$ cat config.mk
export PLATFORM = sky130hd
export DESIGN_NAME = message_frame_parser
export DESIGN_NICKNAME = d
export VERILOG_FILES = /design/src/rtl/core/mfp_pkg.sv /design/src/rtl/core/mfp_cfg_regs.sv /design/src/rtl/core/mfp_parser.sv /design/src/rtl/core/message_frame_parser.sv
export SDC_FILE = /design/constraint.sdc
export NUM_CORES = 1
export LEC_CHECK = 0
export ABC_AREA = 1
export BUFFER_PORTS_ARGS = -buffer_cell sky130_fd_sc_hd__buf_2
export CAP_MARGIN = 30
export CELL_PAD_IN_SITES_DETAIL_PLACEMENT = 1
export CELL_PAD_IN_SITES_GLOBAL_PLACEMENT = 1
export CORE_ASPECT_RATIO = 0.7
export CORE_MARGIN = 5
export CORE_UTILIZATION = 44
export CTS_CLUSTER_SIZE = 24
export DETAILED_ROUTE_END_ITERATION = 12
export GPL_TIMING_DRIVEN = 0
export PLACE_DENSITY = 0.76
export SYNTH_ARGS = -nofsm -noshare
export SYNTH_HDL_FRONTEND = slang
export SYNTH_HIERARCHICAL = 1
export SYNTH_SLANG_ARGS = --single-unit
$ cat constraint.sdc
create_clock -name clk -period 12.2 [get_ports clk]
set_input_delay 0.61 -clock clk [delete_from_list [all_inputs] [get_ports clk]]
set_output_delay 0.61 -clock clk [all_outputs]
set_load 0.05 [all_outputs]
$ cat src/rtl/core/mfp_pkg.sv
// Shared types, codes and constants of the message frame parser.
`default_nettype none

package mfp_pkg;

    // Width of length counters and of the wide configuration registers.
    localparam int LEN_BITS = 24;
    // Width of an assembled big-endian field.
    localparam int WORD_BITS = 32;
    // Width of header counts, indexes and byte-wide registers.
    localparam int BYTE_BITS = 8;
    // Bytes in every length or count field.
    localparam int FIELD_BYTES = 4;

    // Configuration port.
    localparam int CFG_INDEX_BITS = 3;
    localparam logic [CFG_INDEX_BITS-1:0] REG_MAX_PAYLOAD      = 3'd0;
    localparam logic [CFG_INDEX_BITS-1:0] REG_MAX_TYPE         = 3'd1;
    localparam logic [CFG_INDEX_BITS-1:0] REG_HEADER_LIMIT     = 3'd2;
    localparam logic [CFG_INDEX_BITS-1:0] REG_TABLE_SIZE       = 3'd3;
    localparam logic [CFG_INDEX_BITS-1:0] REG_MAX_HEADER_BYTES = 3'd4;

    // Commands.
    localparam logic CMD_BEGIN = 1'b0;
    localparam logic CMD_DATA  = 1'b1;

    // Byte classes.
    localparam logic [3:0] CLS_IGNORED   = 4'd0;
    localparam logic [3:0] CLS_LENGTH    = 4'd1;
    localparam logic [3:0] CLS_TYPE      = 4'd2;
    localparam logic [3:0] CLS_COUNT     = 4'd3;
    localparam logic [3:0] CLS_NAME_LEN  = 4'd4;
    localparam logic [3:0] CLS_NAME      = 4'd5;
    localparam logic [3:0] CLS_VALUE_LEN = 4'd6;
    localparam logic [3:0] CLS_VALUE     = 4'd7;
    localparam logic [3:0] CLS_BODY      = 4'd8;

    // Status codes.
    localparam logic [2:0] ST_BUSY          = 3'd0;
    localparam logic [2:0] ST_OK            = 3'd1;
    localparam logic [2:0] ST_INVALID       = 3'd2;
    localparam logic [2:0] ST_TOO_LARGE     = 3'd3;
    localparam logic [2:0] ST_TOO_MANY_HDRS = 3'd4;
    localparam logic [2:0] ST_BAD_HEADER    = 3'd5;
    localparam logic [2:0] ST_HEADER_LARGE  = 3'd6;

    // Reset values of the configuration registers.
    localparam logic [LEN_BITS-1:0]  RST_MAX_PAYLOAD      = 24'd65536;
    localparam logic [BYTE_BITS-1:0] RST_MAX_TYPE         = 8'd7;
    localparam logic [BYTE_BITS-1:0] RST_HEADER_LIMIT     = 8'd64;
    localparam logic [BYTE_BITS-1:0] RST_TABLE_SIZE       = 8'd64;
    localparam logic [LEN_BITS-1:0]  RST_MAX_HEADER_BYTES = 24'd8192;

    typedef struct packed {
        logic                 command;
        logic [LEN_BITS-1:0]  buffer_len;
        logic [BYTE_BITS-1:0] data_byte;
    } mfp_in_t;

    typedef struct packed {
        logic [BYTE_BITS-1:0] data_byte_out;
        logic [3:0]           byte_class;
        logic [BYTE_BITS-1:0] header_index;
        logic [WORD_BITS-1:0] field_value;
        logic                 field_complete;
        logic [2:0]           status;
        logic                 frame_done;
    } mfp_out_t;

    typedef struct packed {
        logic [LEN_BITS-1:0]  max_payload;
        logic [BYTE_BITS-1:0] max_type;
        logic [BYTE_BITS-1:0] header_limit;
        logic [BYTE_BITS-1:0] table_size;
        logic [LEN_BITS-1:0]  max_header_bytes;
    } mfp_cfg_t;

endpackage

`default_nettype wire

$ cat src/rtl/core/mfp_cfg_regs.sv
// Configuration register file of the message frame parser.
`default_nettype none

module mfp_cfg_regs (
    input  wire logic                               clk,
    input  wire logic                               rst_n,
    input  wire logic                               cfg_we,
    input  wire logic [mfp_pkg::CFG_INDEX_BITS-1:0] cfg_index,
    input  wire logic [mfp_pkg::LEN_BITS-1:0]       cfg_wdata,
    output mfp_pkg::mfp_cfg_t                       cfg
);

    mfp_pkg::mfp_cfg_t cfg_reg;
    mfp_pkg::mfp_cfg_t cfg_next;

    always_comb
    begin
        cfg_next = cfg_reg;
        if (cfg_we)
        begin
            case (cfg_index)
                mfp_pkg::REG_MAX_PAYLOAD:
                    cfg_next.max_payload = cfg_wdata;
                mfp_pkg::REG_MAX_TYPE:
                    cfg_next.max_type = cfg_wdata[mfp_pkg::BYTE_BITS-1:0];
                mfp_pkg::REG_HEADER_LIMIT:
                    cfg_next.header_limit = cfg_wdata[mfp_pkg::BYTE_BITS-1:0];
                mfp_pkg::REG_TABLE_SIZE:
                    cfg_next.table_size = cfg_wdata[mfp_pkg::BYTE_BITS-1:0];
                mfp_pkg::REG_MAX_HEADER_BYTES:
                    cfg_next.max_header_bytes = cfg_wdata;
                default:
                    cfg_next = cfg_reg;
            endcase
        end
    end

    always_ff @(posedge clk or negedge rst_n)
    begin
        if (!rst_n)
        begin
            cfg_reg.max_payload      <= mfp_pkg::RST_MAX_PAYLOAD;
            cfg_reg.max_type         <= mfp_pkg::RST_MAX_TYPE;
            cfg_reg.header_limit     <= mfp_pkg::RST_HEADER_LIMIT;
            cfg_reg.table_size       <= mfp_pkg::RST_TABLE_SIZE;
            cfg_reg.max_header_bytes <= mfp_pkg::RST_MAX_HEADER_BYTES;
        end
        else
        begin
            cfg_reg <= cfg_next;
        end
    end

    assign cfg = cfg_reg;

endmodule

`default_nettype wire

$ cat src/rtl/core/mfp_parser.sv
// Frame parsing state and the per-byte decision logic.
`default_nettype none

module mfp_parser (
    input  wire logic              clk,
    input  wire logic              rst_n,
    input  wire logic              step,
    input  wire mfp_pkg::mfp_in_t  item,
    input  wire mfp_pkg::mfp_cfg_t cfg,
    output mfp_pkg::mfp_out_t      result
);

    localparam int LB = mfp_pkg::LEN_BITS;
    localparam int WB = mfp_pkg::WORD_BITS;
    localparam int BB = mfp_pkg::BYTE_BITS;

    // Parsing phases share their codes with the byte classes they produce.
    typedef enum logic [3:0] {
        PH_IDLE  = mfp_pkg::CLS_IGNORED,
        PH_LEN   = mfp_pkg::CLS_LENGTH,
        PH_TYPE  = mfp_pkg::CLS_TYPE,
        PH_COUNT = mfp_pkg::CLS_COUNT,
        PH_NLEN  = mfp_pkg::CLS_NAME_LEN,
        PH_NAME  = mfp_pkg::CLS_NAME,
        PH_VLEN  = mfp_pkg::CLS_VALUE_LEN,
        PH_VALUE = mfp_pkg::CLS_VALUE,
        PH_BODY  = mfp_pkg::CLS_BODY
    } phase_t;

    phase_t          phase_reg, phase_next;
    logic [1:0]      bif_reg, bif_next;
    logic [WB-1:0]   acc_reg, acc_next;
    logic [LB-1:0]   payload_left_reg, payload_left_next;
    logic [LB-1:0]   source_len_reg, source_len_next;
    logic [BB-1:0]   headers_left_reg, headers_left_next;
    logic [BB-1:0]   cur_hdr_reg, cur_hdr_next;
    logic [LB-1:0]   name_size_reg, name_size_next;
    logic [LB-1:0]   data_left_reg, data_left_next;
    logic [2:0]      final_status_reg, final_status_next;

    logic [BB-1:0]   b;
    logic [LB-1:0]   pl_dec;
    logic [LB-1:0]   dl_dec;
    logic [BB-1:0]   hl_dec;
    logic [LB-1:0]   src_minus_hdr;
    logic [WB-1:0]   word_acc;
    logic            word_done;
    logic [1:0]      bif_after;
    logic [LB:0]     hdr_sum;
    logic            short_field;
    logic            hdr_end;
    logic            fin;
    logic [2:0]      fin_code;

    always_comb
    begin
        b             = item.data_byte;
        pl_dec        = payload_left_reg - LB'(1);
        dl_dec        = data_left_reg - LB'(1);
        hl_dec        = headers_left_reg - BB'(1);
        src_minus_hdr = source_len_reg - LB'(mfp_pkg::FIELD_BYTES);
        word_acc      = (bif_reg == 2'd0) ? WB'(b) : {acc_reg[WB-BB-1:0], b};
        word_done     = (bif_reg == 2'd3);
        bif_after     = word_done ? 2'd0 : bif_reg + 2'd1;
        hdr_sum       = {1'b0, name_size_reg} + {1'b0, word_acc[LB-1:0]};
        // Fewer bytes than a whole length or count field left in the payload.
        short_field   = (pl_dec < LB'(mfp_pkg::FIELD_BYTES));

        phase_next        = phase_reg;
        bif_next          = bif_reg;
        acc_next          = acc_reg;
        payload_left_next = payload_left_reg;
        source_len_next   = source_len_reg;
        headers_left_next = headers_left_reg;
        cur_hdr_next      = cur_hdr_reg;
        name_size_next    = name_size_reg;
        data_left_next    = data_left_reg;
        final_status_next = final_status_reg;
        result            = '0;
        hdr_end           = 1'b0;
        fin               = 1'b0;
        fin_code          = mfp_pkg::ST_BUSY;

        if (item.command == mfp_pkg::CMD_BEGIN)
        begin
            source_len_next   = item.buffer_len;
            bif_next          = 2'd0;
            acc_next          = '0;
            payload_left_next = '0;
            headers_left_next = '0;
            cur_hdr_next      = '0;
            name_size_next    = '0;
            data_left_next    = '0;
            final_status_next = mfp_pkg::ST_BUSY;
            if (item.buffer_len < LB'(mfp_pkg::FIELD_BYTES))
            begin
                fin      = 1'b1;
                fin_code = mfp_pkg::ST_INVALID;
            end
            else
            begin
                phase_next = PH_LEN;
            end
        end
        else if (phase_reg == PH_IDLE)
        begin
            result.data_byte_out = b;
            result.status        = final_status_reg;
        end
        else
        begin
            result.data_byte_out = b;
            result.byte_class    = phase_reg;
            if (phase_reg != PH_LEN)
            begin
                payload_left_next = pl_dec;
            end
            if (phase_reg == PH_NLEN || phase_reg == PH_NAME ||
                phase_reg == PH_VLEN || phase_reg == PH_VALUE)
            begin
                result.header_index = cur_hdr_reg;
            end

            case (phase_reg)
                PH_LEN:
                begin
                    acc_next           = word_acc;
                    bif_next           = bif_after;
                    result.field_value = word_acc;
                    if (word_done)
                    begin
                        result.field_complete = 1'b1;
                        if (word_acc > WB'(cfg.max_payload))
                        begin
                            fin      = 1'b1;
                            fin_code = mfp_pkg::ST_TOO_LARGE;
                        end
                        else if (word_acc > WB'(src_minus_hdr) || word_acc == '0)
                        begin
                            fin      = 1'b1;
                            fin_code = mfp_pkg::ST_INVALID;
                        end
                        else
                        begin
                            payload_left_next = word_acc[LB-1:0];
                            phase_next        = PH_TYPE;
                        end
                    end
                end
                PH_TYPE:
                begin
                    result.field_value    = WB'(b);
                    result.field_complete = 1'b1;
                    if (b > cfg.max_type || short_field)
                    begin
                        fin      = 1'b1;
                        fin_code = mfp_pkg::ST_INVALID;
                    end
                    else
                    begin
                        phase_next = PH_COUNT;
                        bif_next   = 2'd0;
                    end
                end
                PH_COUNT:
                begin
                    acc_next           = word_acc;
                    bif_next           = bif_after;
                    result.field_value = word_acc;
                    if (word_done)
                    begin
                        result.field_complete = 1'b1;
                        if (word_acc > WB'(cfg.header_limit) ||
                            word_acc > WB'(cfg.table_size))
                        begin
                            fin      = 1'b1;
                            fin_code = mfp_pkg::ST_TOO_MANY_HDRS;
                        end
                        else if (word_acc == '0)
                        begin
                            if (pl_dec == '0)
                            begin
                                fin      = 1'b1;
                                fin_code = mfp_pkg::ST_OK;
                            end
                            else
                            begin
                                phase_next = PH_BODY;
                            end
                        end
                        else
                        begin
                            headers_left_next = word_acc[BB-1:0];
                            cur_hdr_next      = '0;
                            if (short_field)
                            begin
                                fin      = 1'b1;
                                fin_code = mfp_pkg::ST_BAD_HEADER;
                            end
                            else
                            begin
                                phase_next = PH_NLEN;
                                bif_next   = 2'd0;
                            end
                        end
                    end
                end
                PH_NLEN:
                begin
                    acc_next           = word_acc;
                    bif_next           = bif_after;
                    result.field_value = word_acc;
                    if (word_done)
                    begin
                        result.field_complete = 1'b1;
                        if (word_acc > WB'(pl_dec))
                        begin
                            fin      = 1'b1;
                            fin_code = mfp_pkg::ST_BAD_HEADER;
                        end
                        else
                        begin
                            name_size_next = word_acc[LB-1:0];
                            if (word_acc != '0)
                            begin
                                data_left_next = word_acc[LB-1:0];
                                phase_next     = PH_NAME;
                            end
                            else if (short_field)
                            begin
                                fin      = 1'b1;
                                fin_code = mfp_pkg::ST_BAD_HEADER;
                            end
                            else
                            begin
                                phase_next = PH_VLEN;
                                bif_next   = 2'd0;
                            end
                        end
                    end
                end
                PH_NAME:
                begin
                    data_left_next = dl_dec;
                    if (dl_dec == '0)
                    begin
                        if (short_field)
                        begin
                            fin      = 1'b1;
                            fin_code = mfp_pkg::ST_BAD_HEADER;
                        end
                        else
                        begin
                            phase_next = PH_VLEN;
                            bif_next   = 2'd0;
                        end
                    end
                end
                PH_VLEN:
                begin
                    acc_next           = word_acc;
                    bif_next           = bif_after;
                    result.field_value = word_acc;
                    if (word_done)
                    begin
                        result.field_complete = 1'b1;
                        if (word_acc > WB'(pl_dec))
                        begin
                            fin      = 1'b1;
                            fin_code = mfp_pkg::ST_BAD_HEADER;
                        end
                        else if (hdr_sum > {1'b0, cfg.max_header_bytes})
                        begin
                            fin      = 1'b1;
                            fin_code = mfp_pkg::ST_HEADER_LARGE;
                        end
                        else if (word_acc != '0)
                        begin
                            data_left_next = word_acc[LB-1:0];
                            phase_next     = PH_VALUE;
                        end
                        else
                        begin
                            hdr_end = 1'b1;
                        end
                    end
                end
                PH_VALUE:
                begin
                    data_left_next = dl_dec;
                    if (dl_dec == '0)
                    begin
                        hdr_end = 1'b1;
                    end
                end
                PH_BODY:
                begin
                    if (pl_dec == '0)
                    begin
                        fin      = 1'b1;
                        fin_code = mfp_pkg::ST_OK;
                    end
                end
                default:
                begin
                    phase_next = PH_IDLE;
                end
            endcase

            // Closing a header moves on to the next one or to the body, or ends the frame.
            if (hdr_end)
            begin
                cur_hdr_next      = cur_hdr_reg + BB'(1);
                headers_left_next = hl_dec;
                if (hl_dec != '0)
                begin
                    if (short_field)
                    begin
                        fin      = 1'b1;
                        fin_code = mfp_pkg::ST_BAD_HEADER;
                    end
                    else
                    begin
                        phase_next = PH_NLEN;
                        bif_next   = 2'd0;
                    end
                end
                else if (pl_dec == '0)
                begin
                    fin      = 1'b1;
                    fin_code = mfp_pkg::ST_OK;
                end
                else
                begin
                    phase_next = PH_BODY;
                end
            end
        end

        // Ending the frame, cleanly or with an error.
        if (fin)
        begin
            phase_next        = PH_IDLE;
            final_status_next = fin_code;
            result.status     = fin_code;
            result.frame_done = 1'b1;
        end
    end

    always_ff @(posedge clk or negedge rst_n)
    begin
        if (!rst_n)
        begin
            phase_reg        <= PH_IDLE;
            bif_reg          <= '0;
            acc_reg          <= '0;
            payload_left_reg <= '0;
            source_len_reg   <= '0;
            headers_left_reg <= '0;
            cur_hdr_reg      <= '0;
            name_size_reg    <= '0;
            data_left_reg    <= '0;
            final_status_reg <= mfp_pkg::ST_BUSY;
        end
        else if (step)
        begin
            phase_reg        <= phase_next;
            bif_reg          <= bif_next;
            acc_reg          <= acc_next;
            payload_left_reg <= payload_left_next;
            source_len_reg   <= source_len_next;
            headers_left_reg <= headers_left_next;
            cur_hdr_reg      <= cur_hdr_next;
            name_size_reg    <= name_size_next;
            data_left_reg    <= data_left_next;
            final_status_reg <= final_status_next;
        end
    end

endmodule

`default_nettype wire

$ cat src/rtl/core/message_frame_parser.sv
// Top level of the message frame parser: input register, parser and result register.
`default_nettype none

// The parser takes one command per transfer on the item channel: a begin
// command that opens a frame and samples the source buffer length, or one
// frame byte. Every transfer in yields exactly one transfer out on the result
// channel, in order, carrying the byte, its field class, its header index, the
// big-endian field value assembled so far, and a status that is nonzero on the
// byte that ends the frame, whether cleanly or by an error; bytes that arrive
// with no frame open are passed through as ignored and repeat the last status.
// The block sustains one transfer per clock cycle while the result side is not
// stalled. A transfer is captured in the input register, is decided by a single
// pass of compare and count logic against the frame state, and is then
// registered in the result register. A stalled result stops the pipeline;
// item_stall follows result_stall in the same cycle while the input register
// and the result register are occupied. The configuration registers may only
// be written while no transfer is in flight. There is no memory and no
// clearing sequence after reset: the block takes items from the first cycle.
module message_frame_parser (
    input  wire logic                               clk,
    input  wire logic                               rst_n,
    input  wire logic                               item_valid,
    output logic                                    item_stall,
    input  wire mfp_pkg::mfp_in_t                   item,
    output logic                                    result_valid,
    input  wire logic                               result_stall,
    output mfp_pkg::mfp_out_t                       result,
    input  wire logic                               cfg_we,
    input  wire logic [mfp_pkg::CFG_INDEX_BITS-1:0] cfg_index,
    input  wire logic [mfp_pkg::LEN_BITS-1:0]       cfg_wdata
);

    mfp_pkg::mfp_cfg_t cfg;
    mfp_pkg::mfp_in_t  item_reg;
    logic              item_valid_reg, item_valid_next;
    mfp_pkg::mfp_out_t result_reg;
    mfp_pkg::mfp_out_t step_result;
    logic              result_valid_reg, result_valid_next;
    logic              advance;
    logic              step;
    logic              item_take;

    mfp_cfg_regs u_cfg (
        .clk       (clk),
        .rst_n     (rst_n),
        .cfg_we    (cfg_we),
        .cfg_index (cfg_index),
        .cfg_wdata (cfg_wdata),
        .cfg       (cfg)
    );

    mfp_parser u_parser (
        .clk    (clk),
        .rst_n  (rst_n),
        .step   (step),
        .item   (item_reg),
        .cfg    (cfg),
        .result (step_result)
    );

    // The result register can take a new value when it is empty or is being
    // emptied by a transfer in this cycle.
    always_comb
    begin
        advance           = !result_valid_reg || !result_stall;
        step              = item_valid_reg && advance;
        item_stall        = item_valid_reg && !advance;
        item_take         = item_valid && !item_stall;
        item_valid_next   = item_take || (item_valid_reg && !step);
        result_valid_next = advance ? step : result_valid_reg;
    end

    always_ff @(posedge clk or negedge rst_n)
    begin
        if (!rst_n)
        begin
            item_valid_reg   <= 1'b0;
            result_valid_reg <= 1'b0;
        end
        else
        begin
            item_valid_reg   <= item_valid_next;
            result_valid_reg <= result_valid_next;
        end
    end

    always_ff @(posedge clk)
    begin
        if (item_take)
        begin
            item_reg <= item;
        end
        if (step)
        begin
            result_reg <= step_result;
        end
    end

    assign result_valid = result_valid_reg;
    assign result       = result_reg;

    // A frame can only end with a real status code.
    assert property (@(posedge clk) disable iff (!rst_n)
        result_valid && result.frame_done |-> result.status != mfp_pkg::ST_BUSY)
        else $error("frame ended with busy status");

    // A byte inside an open frame that does not end it reports busy.
    assert property (@(posedge clk) disable iff (!rst_n)
        result_valid && result.byte_class != mfp_pkg::CLS_IGNORED && !result.frame_done
        |-> result.status == mfp_pkg::ST_BUSY)
        else $error("status reported without ending the frame");

    // Only length, type, count, name-length and value-length fields complete.
    assert property (@(posedge clk) disable iff (!rst_n)
        result_valid && result.field_complete
        |-> result.byte_class == mfp_pkg::CLS_LENGTH ||
            result.byte_class == mfp_pkg::CLS_TYPE ||
            result.byte_class == mfp_pkg::CLS_COUNT ||
            result.byte_class == mfp_pkg::CLS_NAME_LEN ||
            result.byte_class == mfp_pkg::CLS_VALUE_LEN)
        else $error("field completion on a data byte");

    // The pipeline holds the input only while the result side is stalled.
    assert property (@(posedge clk) disable iff (!rst_n)
        item_stall |-> result_valid && result_stall && item_valid_reg)
        else $error("input stalled without a stalled result");

endmodule

`default_nettype wire
# After elaboration in Yosys (flattened, before gate mapping)
# Cells that the tools add are included.
# op_classes
n_addsub	7
magnitude_cmp	9
eq_ne	32
muxes	146
bitwise	2
reduce_logical	44
# op_table
cell	n
24-bit two-way mux	23
8-bit two-way mux	14
4-bit two-way mux	27
32-bit by 24-bit > comparator with 1-bit output	3
24-bit one-hot mux with 3 select lines	1
3-bit two-way mux	23
33-bit one-hot mux with 2 select lines	1
32-bit by 8-bit > comparator with 1-bit output	2
24-bit logical NOT	2
24-bit by 3-bit less-than comparator with 1-bit output (second input constant)	2
24-bit by 1-bit subtractor with 24-bit output (second input constant)	2
2-bit two-way mux	19
32-bit logical NOT	1
1-bit two-way mux	32
32-bit two-way mux	1
32-bit nonzero test	1
4-bit one-hot mux with 7 select lines	1
24-bit by 24-bit adder with 25-bit output	1
25-bit by 24-bit > comparator with 1-bit output	1
24-bit by 3-bit subtractor with 24-bit output (second input constant)	1
3-bit one-hot mux with 7 select lines	1
4-bit by 3-bit equality test with 1-bit output (second input constant)	4
2-bit AND reduction	8
3-bit != test (second input constant)	5
35 further kinds	64
# word_totals
ff_bits	309
elab_cells	267

# Longest topological paths before layout
# Gate-level depths: netlist (run 1).
# depth
ltp_word	15
ltp_mapped	38
mapped_depth_nobuf	37

# By module
# Netlist (run 1), hierarchy kept.
# by_module_without_submodules
mod	instances	cells_each	area_per_inst_um2	seq_area_each_um2
mfp_parser	1	2110	14194.9	3628.5
mfp_cfg_regs	1	322	2934.1	1810.5
message_frame_parser	1	102	2797.7	2752.6

# Least setup slack after synthesis (run 1)
# Ideal clock, no wire load.
# synth_path
path_type	register -> register
startpoint	register result_valid_reg (netlist: result_valid)
endpoint	register u_parser.bif_reg[0]
setup_ns	0.135
t_arrival_ns	4.862
required_ns	12.065
path_slack_ns	7.203
stages_incl_launch_ff	8
path_buffers	3
period_less_slack_ns	4.997
path_cell_list	dfrtp_1 > a21oi_1 > clkbuf_1 > nand2_1 > inv_1 > clkbuf_1 > clkbuf_1 > o22ai_1
# synth_via
elab_chain_len	4
# synth_rtl
item	line	text
start: declaration	message_frame_parser.sv:38	logic result_valid_reg, result_valid_next;
start signal: assignment	message_frame_parser.sv:83	result_valid_reg <= result_valid_next;
1-bit logical NOT	message_frame_parser.sv:65	advance = !result_valid_reg || !result_stall;
1-bit logical OR	message_frame_parser.sv:65	
1-bit logical AND	message_frame_parser.sv:66	step = item_valid_reg && advance;
net step	message_frame_parser.sv:40	logic step;
2-bit AND reduction (no line)	-	
end signal: assignment	mfp_parser.sv:368	bif_reg <= bif_next;
end: declaration	mfp_parser.sv:31	logic [1:0] bif_reg, bif_next;
# The timed path passes the listed nets, and every way through them passes these cells.
# A chain may end at the register's enable or synchronous reset.

# Worst setup path in the final report (run 1)
# layout_path
startpoint	register u_parser.bif_reg[0]
endpoint	register u_parser.data_left_reg[15]
# layout_via
elab_chain_len	10
# layout_rtl
item	line	text
parallel branches: the longest is 10 deep, another holds 24-bit by 24-bit adder with 25-bit output	-	
end signal: assignment	mfp_parser.sv:375	data_left_reg <= data_left_next;
end: declaration	mfp_parser.sv:38	logic [LB-1:0] data_left_reg, data_left_next;
# Parallel ways; which one is timed is not known. The select of a mux whose other input is x is not followed.

==> run metrics, run 1 <==
number of global-route vias before repair 19,600; WL/cell around 22 um; diodes inserted 0; clock root buffer clkbuf_16; Final Util 0.503; MaxCap Viol Count 0; Synth area leader dfrtp_1; Syn Std Cell Area roughly 20,000 um2; most frequent cell after synthesis nand2_1; power density over the cells ~230 nW/um2; WL met1 34,400 um; Mapped Cells about 2,500; Leakage around 11 nW; post_cts resized 0; pin count of the biggest net entering global routing between 100 and 150; fmax approximately 160 MHz; Slew Viols, Final 0; Worst Hold Class input pin to flip-flop; Setup Buffers After CTS 0; gr ovfl total 0; slowest stage cell, crit path a211oi_2; status complete, no violations; global-route wire length before repair around 110,000 um; PortBufs ~120; Final Critical Period a little over 6 ns; share of cells above drive strength 1 0.122; Crit path buffers/inverters 7; pre-CTS WS between 6 and 7 ns; Detail Placement HPWL about 57,000 um; Slew headroom 0.237; Layout area overhead 13.2%; Worst-Margin Slew 1.14 ns; Post-Syn Area per Cell a little under 8 um2; Filler cells 5,592; synth top area cells dfrtp_1, edfxtp_1, nand2_1, ha_1, inv_1; endpoints failing hold 0; endpoint class of the critical path flip-flop; max reg flops a little over 70; vias per cell around 5.7; I/O pins 124; most common library cells after synthesis nand2_1, inv_1, nor2_1; flops & latches, synth 309; Bufs on Longest Clock Path 3; Synth top area share 0.266; Initial Utilization 0.444; Rows 65; CTS tree built; Finish-stage setup viols 0; syn nets between 2,000 and 3,000; Peak supply drop approximately 0.00011 V; register area slightly above 8000 um2; synth unique cells just over 70; cts bufs inserted 35; iteration count of the initial detailed-routing pass 5; Setup crit start kind flip-flop; CP top delay family compound AO/OA/AOI/OAI gates; Clock transition at path regs ~0.07 ns; EDFF count, synth 90; Total Routing Usage GR 0.289; post-synthesis sequential area ratio 0.411; initial antenna violation count 0; RSZ-0062 raised after global routing no; antenna-violating nets left 0; RePlAce Congestion around 0.9; final wirelength ~74,000 um; Crit path largest cell delay 0.49 ns; Total Nets Final slightly below 3,000; met3 wire length ~6300 um; multi-input logic area 9970 um2; htree depth 2; WP data arrival between 6 and 7 ns; clk sinks 309; clock latency on the worst-skew pair about 0.55 ns; Highest Signal Layer met4; drt initial violations 1,789; setup TNS 0 ns; yosys warns 6; Die X between 200 and 300 um; crit path kind flip-flop to flip-flop; slack of the critical path between 5 and 6 ns; clock skew about 0.018 ns; Die Y around 190 um; DR WL met2 31,200 um; crit share post-route 0.509; Die ar. 49,700 um2; asr flop ratio synth 0.709; largest fanout on the critical path 10; core area between 40,000 and 50,000 um2; Worst Path Required ~13 ns; Top cell by count, worst path nand2_1; DR DRC count 0; vias 18,900; Main synth FF type dfrtp_1
[worst paths after layout]
| check | slack [ns] | to | from | cells after the start |
|---|---|---|---|---|
| hold reg to reg | 0.47 | u_cfg/cfg[38] | u_cfg/cfg[38] | 2 |
| setup / recovery | 5.99 | u_parser/data_left_reg[15] | u_parser/bif_reg[0] | 32 |
| setup reg to reg | 5.99 | u_parser/data_left_reg[15] | u_parser/bif_reg[0] | 32 |
| min in group asynchronous | 0.43 | u_cfg/cfg[24] | rst_n | 2 |
| max in group asynchronous | 10.42 | u_parser/data_left_reg[13] | rst_n | 4 |
| hold / removal | 0.24 | item_reg[4] | item[4] | 1 |
[worst register-to-register path, delay by kind of cell, from the launching register on]
kind / cells / cell delay (ns)
buffers and inverters: 7 / 1.35
flip-flops: 1 / 0.41
AND/OR/NAND/NOR: 12 / 1.06
adder cells (fa/ha/maj): 3 / 0.92
AO/OA/AOI/OAI: 9 / 2.20
XOR/XNOR: 1 / 0.19
[metal layers]
layer / global-route usage / vias up
met5: 0 / -
met4: 0.0696 / 0
met3: 0.0643 / 121
met1: 0.424 / 9407
met2: 0.438 / 689
li1: - / 8732
[repair_timing]
action,CTS,global route
setup endpoints to repair,0,0
endpoints found under the hold margin,4,0
hold buffers,1,0
[per-stage QoR]
step | hold slack, ns | cells | power [mW] | instance area [um2]
after CTS | 0.214 | 3331 | 5.03 | 22600
after global routing | 0.220 | 3332 | 5.41 | 22600
after detailed placement | 0.399 | 3266 | 3.97 | 21500
after floorplan | 0.314 | 2534 | 3.14 | 19900
final | 0.238 | 3332 | 5.08 | 22600
after global placement | 0.455 | 3260 | 3.84 | 21300
[layout make-up]
| class | instances | area share |
|---|---|---|
| multi-input combinational | 1799 | 0.442 |
| inverter | 350 | 0.0591 |
| clock inverter | 25 | 0.00821 |
| clock buffer | 39 | 0.0399 |
| timing repair buffer | 131 | 0.0348 |
| tap | 603 | 0.0334 |
| sequential | 309 | 0.363 |
| buffer | 76 | 0.0199 |
[placed cells by master, fill, tap and decap left out, types with 23 or more instances in the layout]
master     count
nand4_1       46
o211ai_1      32
nor3_1        26
clkbuf_1      36
nand3_1      228
o22ai_1       23
ha_1         136
xor2_1        59
nand2_1      597
clkbuf_16     35
inv_1        331
a21oi_1       85
buf_2        138
o21ai_1       54
o21ai_0      105
nor2_1       248
edfxtp_1      90
dfrtp_1      212
[cells by family (layout without fill, tap and decap cells)]
kind of cell,count (synthesis),count (layout),share of synthesized area
AOI/OAI and AO/OA,367,367,0.110
muxes,2,2,0.00113
buffers and inverters,426,621,0.0894
xor gates and xnor gates,70,70,0.0308
adders and majority gates,137,137,0.0864
DFF,309,309,0.411
and+or+nand+nor,1223,1223,0.272
[where the power goes]
part	total (mW)	switching [mW]	internal (mW)
combinational	2.63	1.85	0.782
sequential	1.42	0.165	1.25
clock	1.03	0.466	0.561
total	5.08	2.48	2.60
Power figures use the tool's default switching activity.
==> inputs of run 2 (changes only) <==
- ABC_AREA: 1 -> 0
- PLACE_DENSITY: 0.76 -> 0.74
- clock period: 12.2 -> 5.9 ns (I/O delays scaled with it)
==> run metrics, run 2 <==
status complete, no violations (unchanged); Worst R2R Setup Slack 0.06 ns (was 5.99 ns); Die Y 187 um (was 188 um); global-route wire length before repair 112,000 um (was 113,000 um); clock root buffer clkbuf_16 (unchanged); iteration count of the initial detailed-routing pass 5 (unchanged); most common cell after layout, fill and taps aside dfrtp_1 (was nand2_1); Worst Path Required 6.31 ns (was 12.65 ns); DR DRC count 0 (unchanged); PortBufs 123 (unchanged); Die ar. 48,900 um2 (was 49,700 um2); Highest Signal Layer met5 (was met4); core area 43,900 um2 (was 44,900 um2); Syn Std Cell Area 19,600 um2 (was 19,900 um2); Synth area leader dfrtp_1 (unchanged); Top cell by count, worst path buf_6 (was nand2_1); Die X 262 um (was 264 um); cts bufs inserted 35 (unchanged); Layout area overhead 20.5% (was 13.2%); Hold Path Cell Cnt 2 (was 1); Area after DPL 21,300 um2 (was 21,500 um2); slowest stage cell, crit path dfrtp_1 (was a211oi_2); R2R Path Start u_parser/bif_reg[0] (unchanged); Mapped Cells 2,038 (was 2,534); DR WL met2 31,900 um (was 31,200 um); crit share post-route 0.990 (was 0.509); power density over the cells 364 nW/um2 (was 225 nW/um2); Post-Syn Area per Cell 9.61 um2 (was 7.86 um2); endpoint class of the critical path flip-flop (unchanged); MaxCap Viol Count 0 (unchanged); most frequent cell after synthesis dfrtp_1 (was nand2_1); Detail Placement HPWL 53,900 um (was 56,600 um); antenna-violating nets left 0 (unchanged); RR Endpoint u_parser/headers_left_reg[4] (was u_parser/data_left_reg[15]); Initial Utilization 0.447 (was 0.444); fmax 171 MHz (was 161 MHz); Worst-Margin Slew 0.934 ns (was 1.14 ns); Synth top area share 0.271 (was 0.266); I/O pins 124 (unchanged); flops & latches, synth 309 (unchanged); RePlAce Congestion 0.932 (was 0.922); Total Routing Usage GR 0.288 (was 0.289); final instance area 23,600 um2 (was 22,600 um2); Total Nets Final 2,494 (was 2,904); most frequent cells in the layout dfrtp_1, nand2_1, buf_2 (was nand2_1, inv_1, nor2_1); synth top area cells dfrtp_1, edfxtp_1, ha_1, mux2_2, nand2_1 (was dfrtp_1, edfxtp_1, nand2_1, ha_1, inv_1); EDFF count, synth 90 (unchanged); clk sinks 309 (unchanged); number of global-route vias before repair 18,500 (was 19,600); clock latency on the worst-skew pair 0.55 ns (about the same); drt initial violations 1,408 (was 1,789); WL met1 32,700 um (was 34,400 um); Leakage 10.1 nW (was 11.2 nW); Final Critical Period 5.84 ns (was 6.21 ns); pin count of the biggest net entering global routing 111 (was 116); final wirelength 74,300 um (was 73,800 um); Register-to-Register Path Depth 28 (was 32); share of cells above drive strength 1 0.199 (was 0.122); endpoints failing hold 0 (unchanged); RSZ-0062 raised after global routing yes (was no); Worst Hold Class input pin to flip-flop (unchanged); Slew headroom 0.369 (was 0.237); gr ovfl total 0 (unchanged); Crit path largest cell delay 0.41 ns (was 0.49 ns); largest fanout on the critical path 10 (unchanged); post-synthesis sequential area ratio 0.418 (was 0.411); hold path endpoint u_cfg/cfg[71] (was item_reg[4]); yosys warns 6 (unchanged); clock skew 0.0196 ns (was 0.0176 ns); met3 wire length 7050 um (was 6350 um); hold path start cfg_wdata[23] (was item[4]); crit path kind flip-flop to flip-flop (unchanged); slack of the critical path 0.0580 ns (was 5.99 ns); WP data arrival 6.26 ns (was 6.67 ns); most common library cells after synthesis dfrtp_1, nand2_1, o21ai_0 (was nand2_1, inv_1, nor2_1); asr flop ratio synth 0.709 (unchanged); Crit. Startpoint u_parser/bif_reg[0] (unchanged); Setup crit start kind flip-flop (unchanged); synth unique cells 96 (was 72); Peak supply drop 0.000384 V (was 0.000112 V); Finish-stage setup viols 0 (unchanged); Filler cells 4,978 (was 5,592); initial antenna violation count 4 (was 0); vias per cell 6.13 (was 5.69); Bufs on Longest Clock Path 3 (unchanged); Main synth FF type dfrtp_1 (unchanged); pre-CTS WS -1.89 ns (was 6.25 ns); htree depth 2 (unchanged); syn nets 2,240 (was 2,736); final hold slack 0.0187 ns (was 0.238 ns); Total Power 8.59 mW (was 5.08 mW); Slew Viols, Final 0 (unchanged); Rows 64 (was 65); vias 17,900 (was 18,900); max reg flops 72 (unchanged); Clock transition at path regs 0.07 ns (about the same); WL/cell 25.5 um (was 22.2 um); CTS tree built (unchanged)
run 2: routing by layer:
| metal | global-route usage | vias up |
|---|---|---|
| met5 | 0 | - |
| li1 | - | 8000 |
| met3 | 0.0789 | 140 |
| met4 | 0.0939 | 6 |
| met2 | 0.435 | 703 |
| met1 | 0.405 | 9019 |
run 2: worst max path at each step:
stage,to,slack [ns],depth (start not counted)
6_report,u_parser/headers_left_reg[4],0.06,28
5_1_grt,u_parser/headers_left_reg[4],-0.21,26
4_1_cts,u_parser/final_status_reg[0],0.03,22
3_5_place_dp,u_parser/headers_left_reg[4],-1.89,23
3_3_place_gp,u_parser/headers_left_reg[4],-1.79,23
2_1_floorplan,u_parser/final_status_reg[0],0.33,21
run 2: layout make-up:
| cell class | count | area [um2] | share of cell area |
|---|---|---|---|
| Multi-Input combinational cell | 1502 | 10800 | 0.458 |
| Sequential cell | 309 | 8190 | 0.347 |
| Timing Repair Buffer | 220 | 1700 | 0.0721 |
| Clock buffer | 45 | 965 | 0.0409 |
| Tap cell | 594 | 743 | 0.0315 |
| Buffer | 108 | 564 | 0.0239 |
| Inverter | 116 | 435 | 0.0184 |
| Clock inverter | 19 | 183 | 0.00774 |
| Antenna cell | 1 | 2.50 | 0.000106 |
run 2: logic make-up (layout without fill, tap and decap cells):
family,count (synthesis),after routing,share of synthesized area
and+or+nand+nor,692,692,0.182
AOI/OAI and AO/OA,481,481,0.162
muxes,107,107,0.0606
other,0,1,0
xor gates and xnor gates,81,81,0.0383
adders and majority gates,141,141,0.0899
buffers and inverters,227,508,0.0488
DFF,309,309,0.418
run 2: per-stage QoR:
stage	setup TNS [ns]	cells	utilization
2_1_floorplan	0	2038	-
3_3_place_gp	-175.68	2755	0.478
3_5_place_dp	-88.40	2777	0.486
4_1_cts	0	2899	0.528
5_1_grt	-4.87	2913	0.538
6_report	0	2914	0.538
run 2: what timing repair did:
item                                   CTS  global route
hold buffers                            43             0
resized for setup                       38            97
endpoints found under the hold margin  148             0
buffers inserted                        16            11
setup endpoints to repair               82            87
cloned                                   0             5
pin swaps                               14            32
run 2: power breakdown:
group | leakage, nW | internal (mW) | switching [mW]
Sequential | 3.69 | 2.53 | 0.281
Clock | 0.558 | 1.29 | 0.963
Combinational | 5.88 | 1.32 | 2.20
run 2: critical path, delay by kind of cell, from the launching register on:
| kind | cells | cell delay (ns) |
|---|---|---|
| XOR/XNOR | 1 | 0.18 |
| flip-flops | 1 | 0.41 |
| AO/OA/AOI/OAI | 12 | 1.82 |
| adder cells (fa/ha/maj) | 3 | 0.90 |
| buffers and inverters | 8 | 1.42 |
| AND/OR/NAND/NOR | 4 | 0.95 |
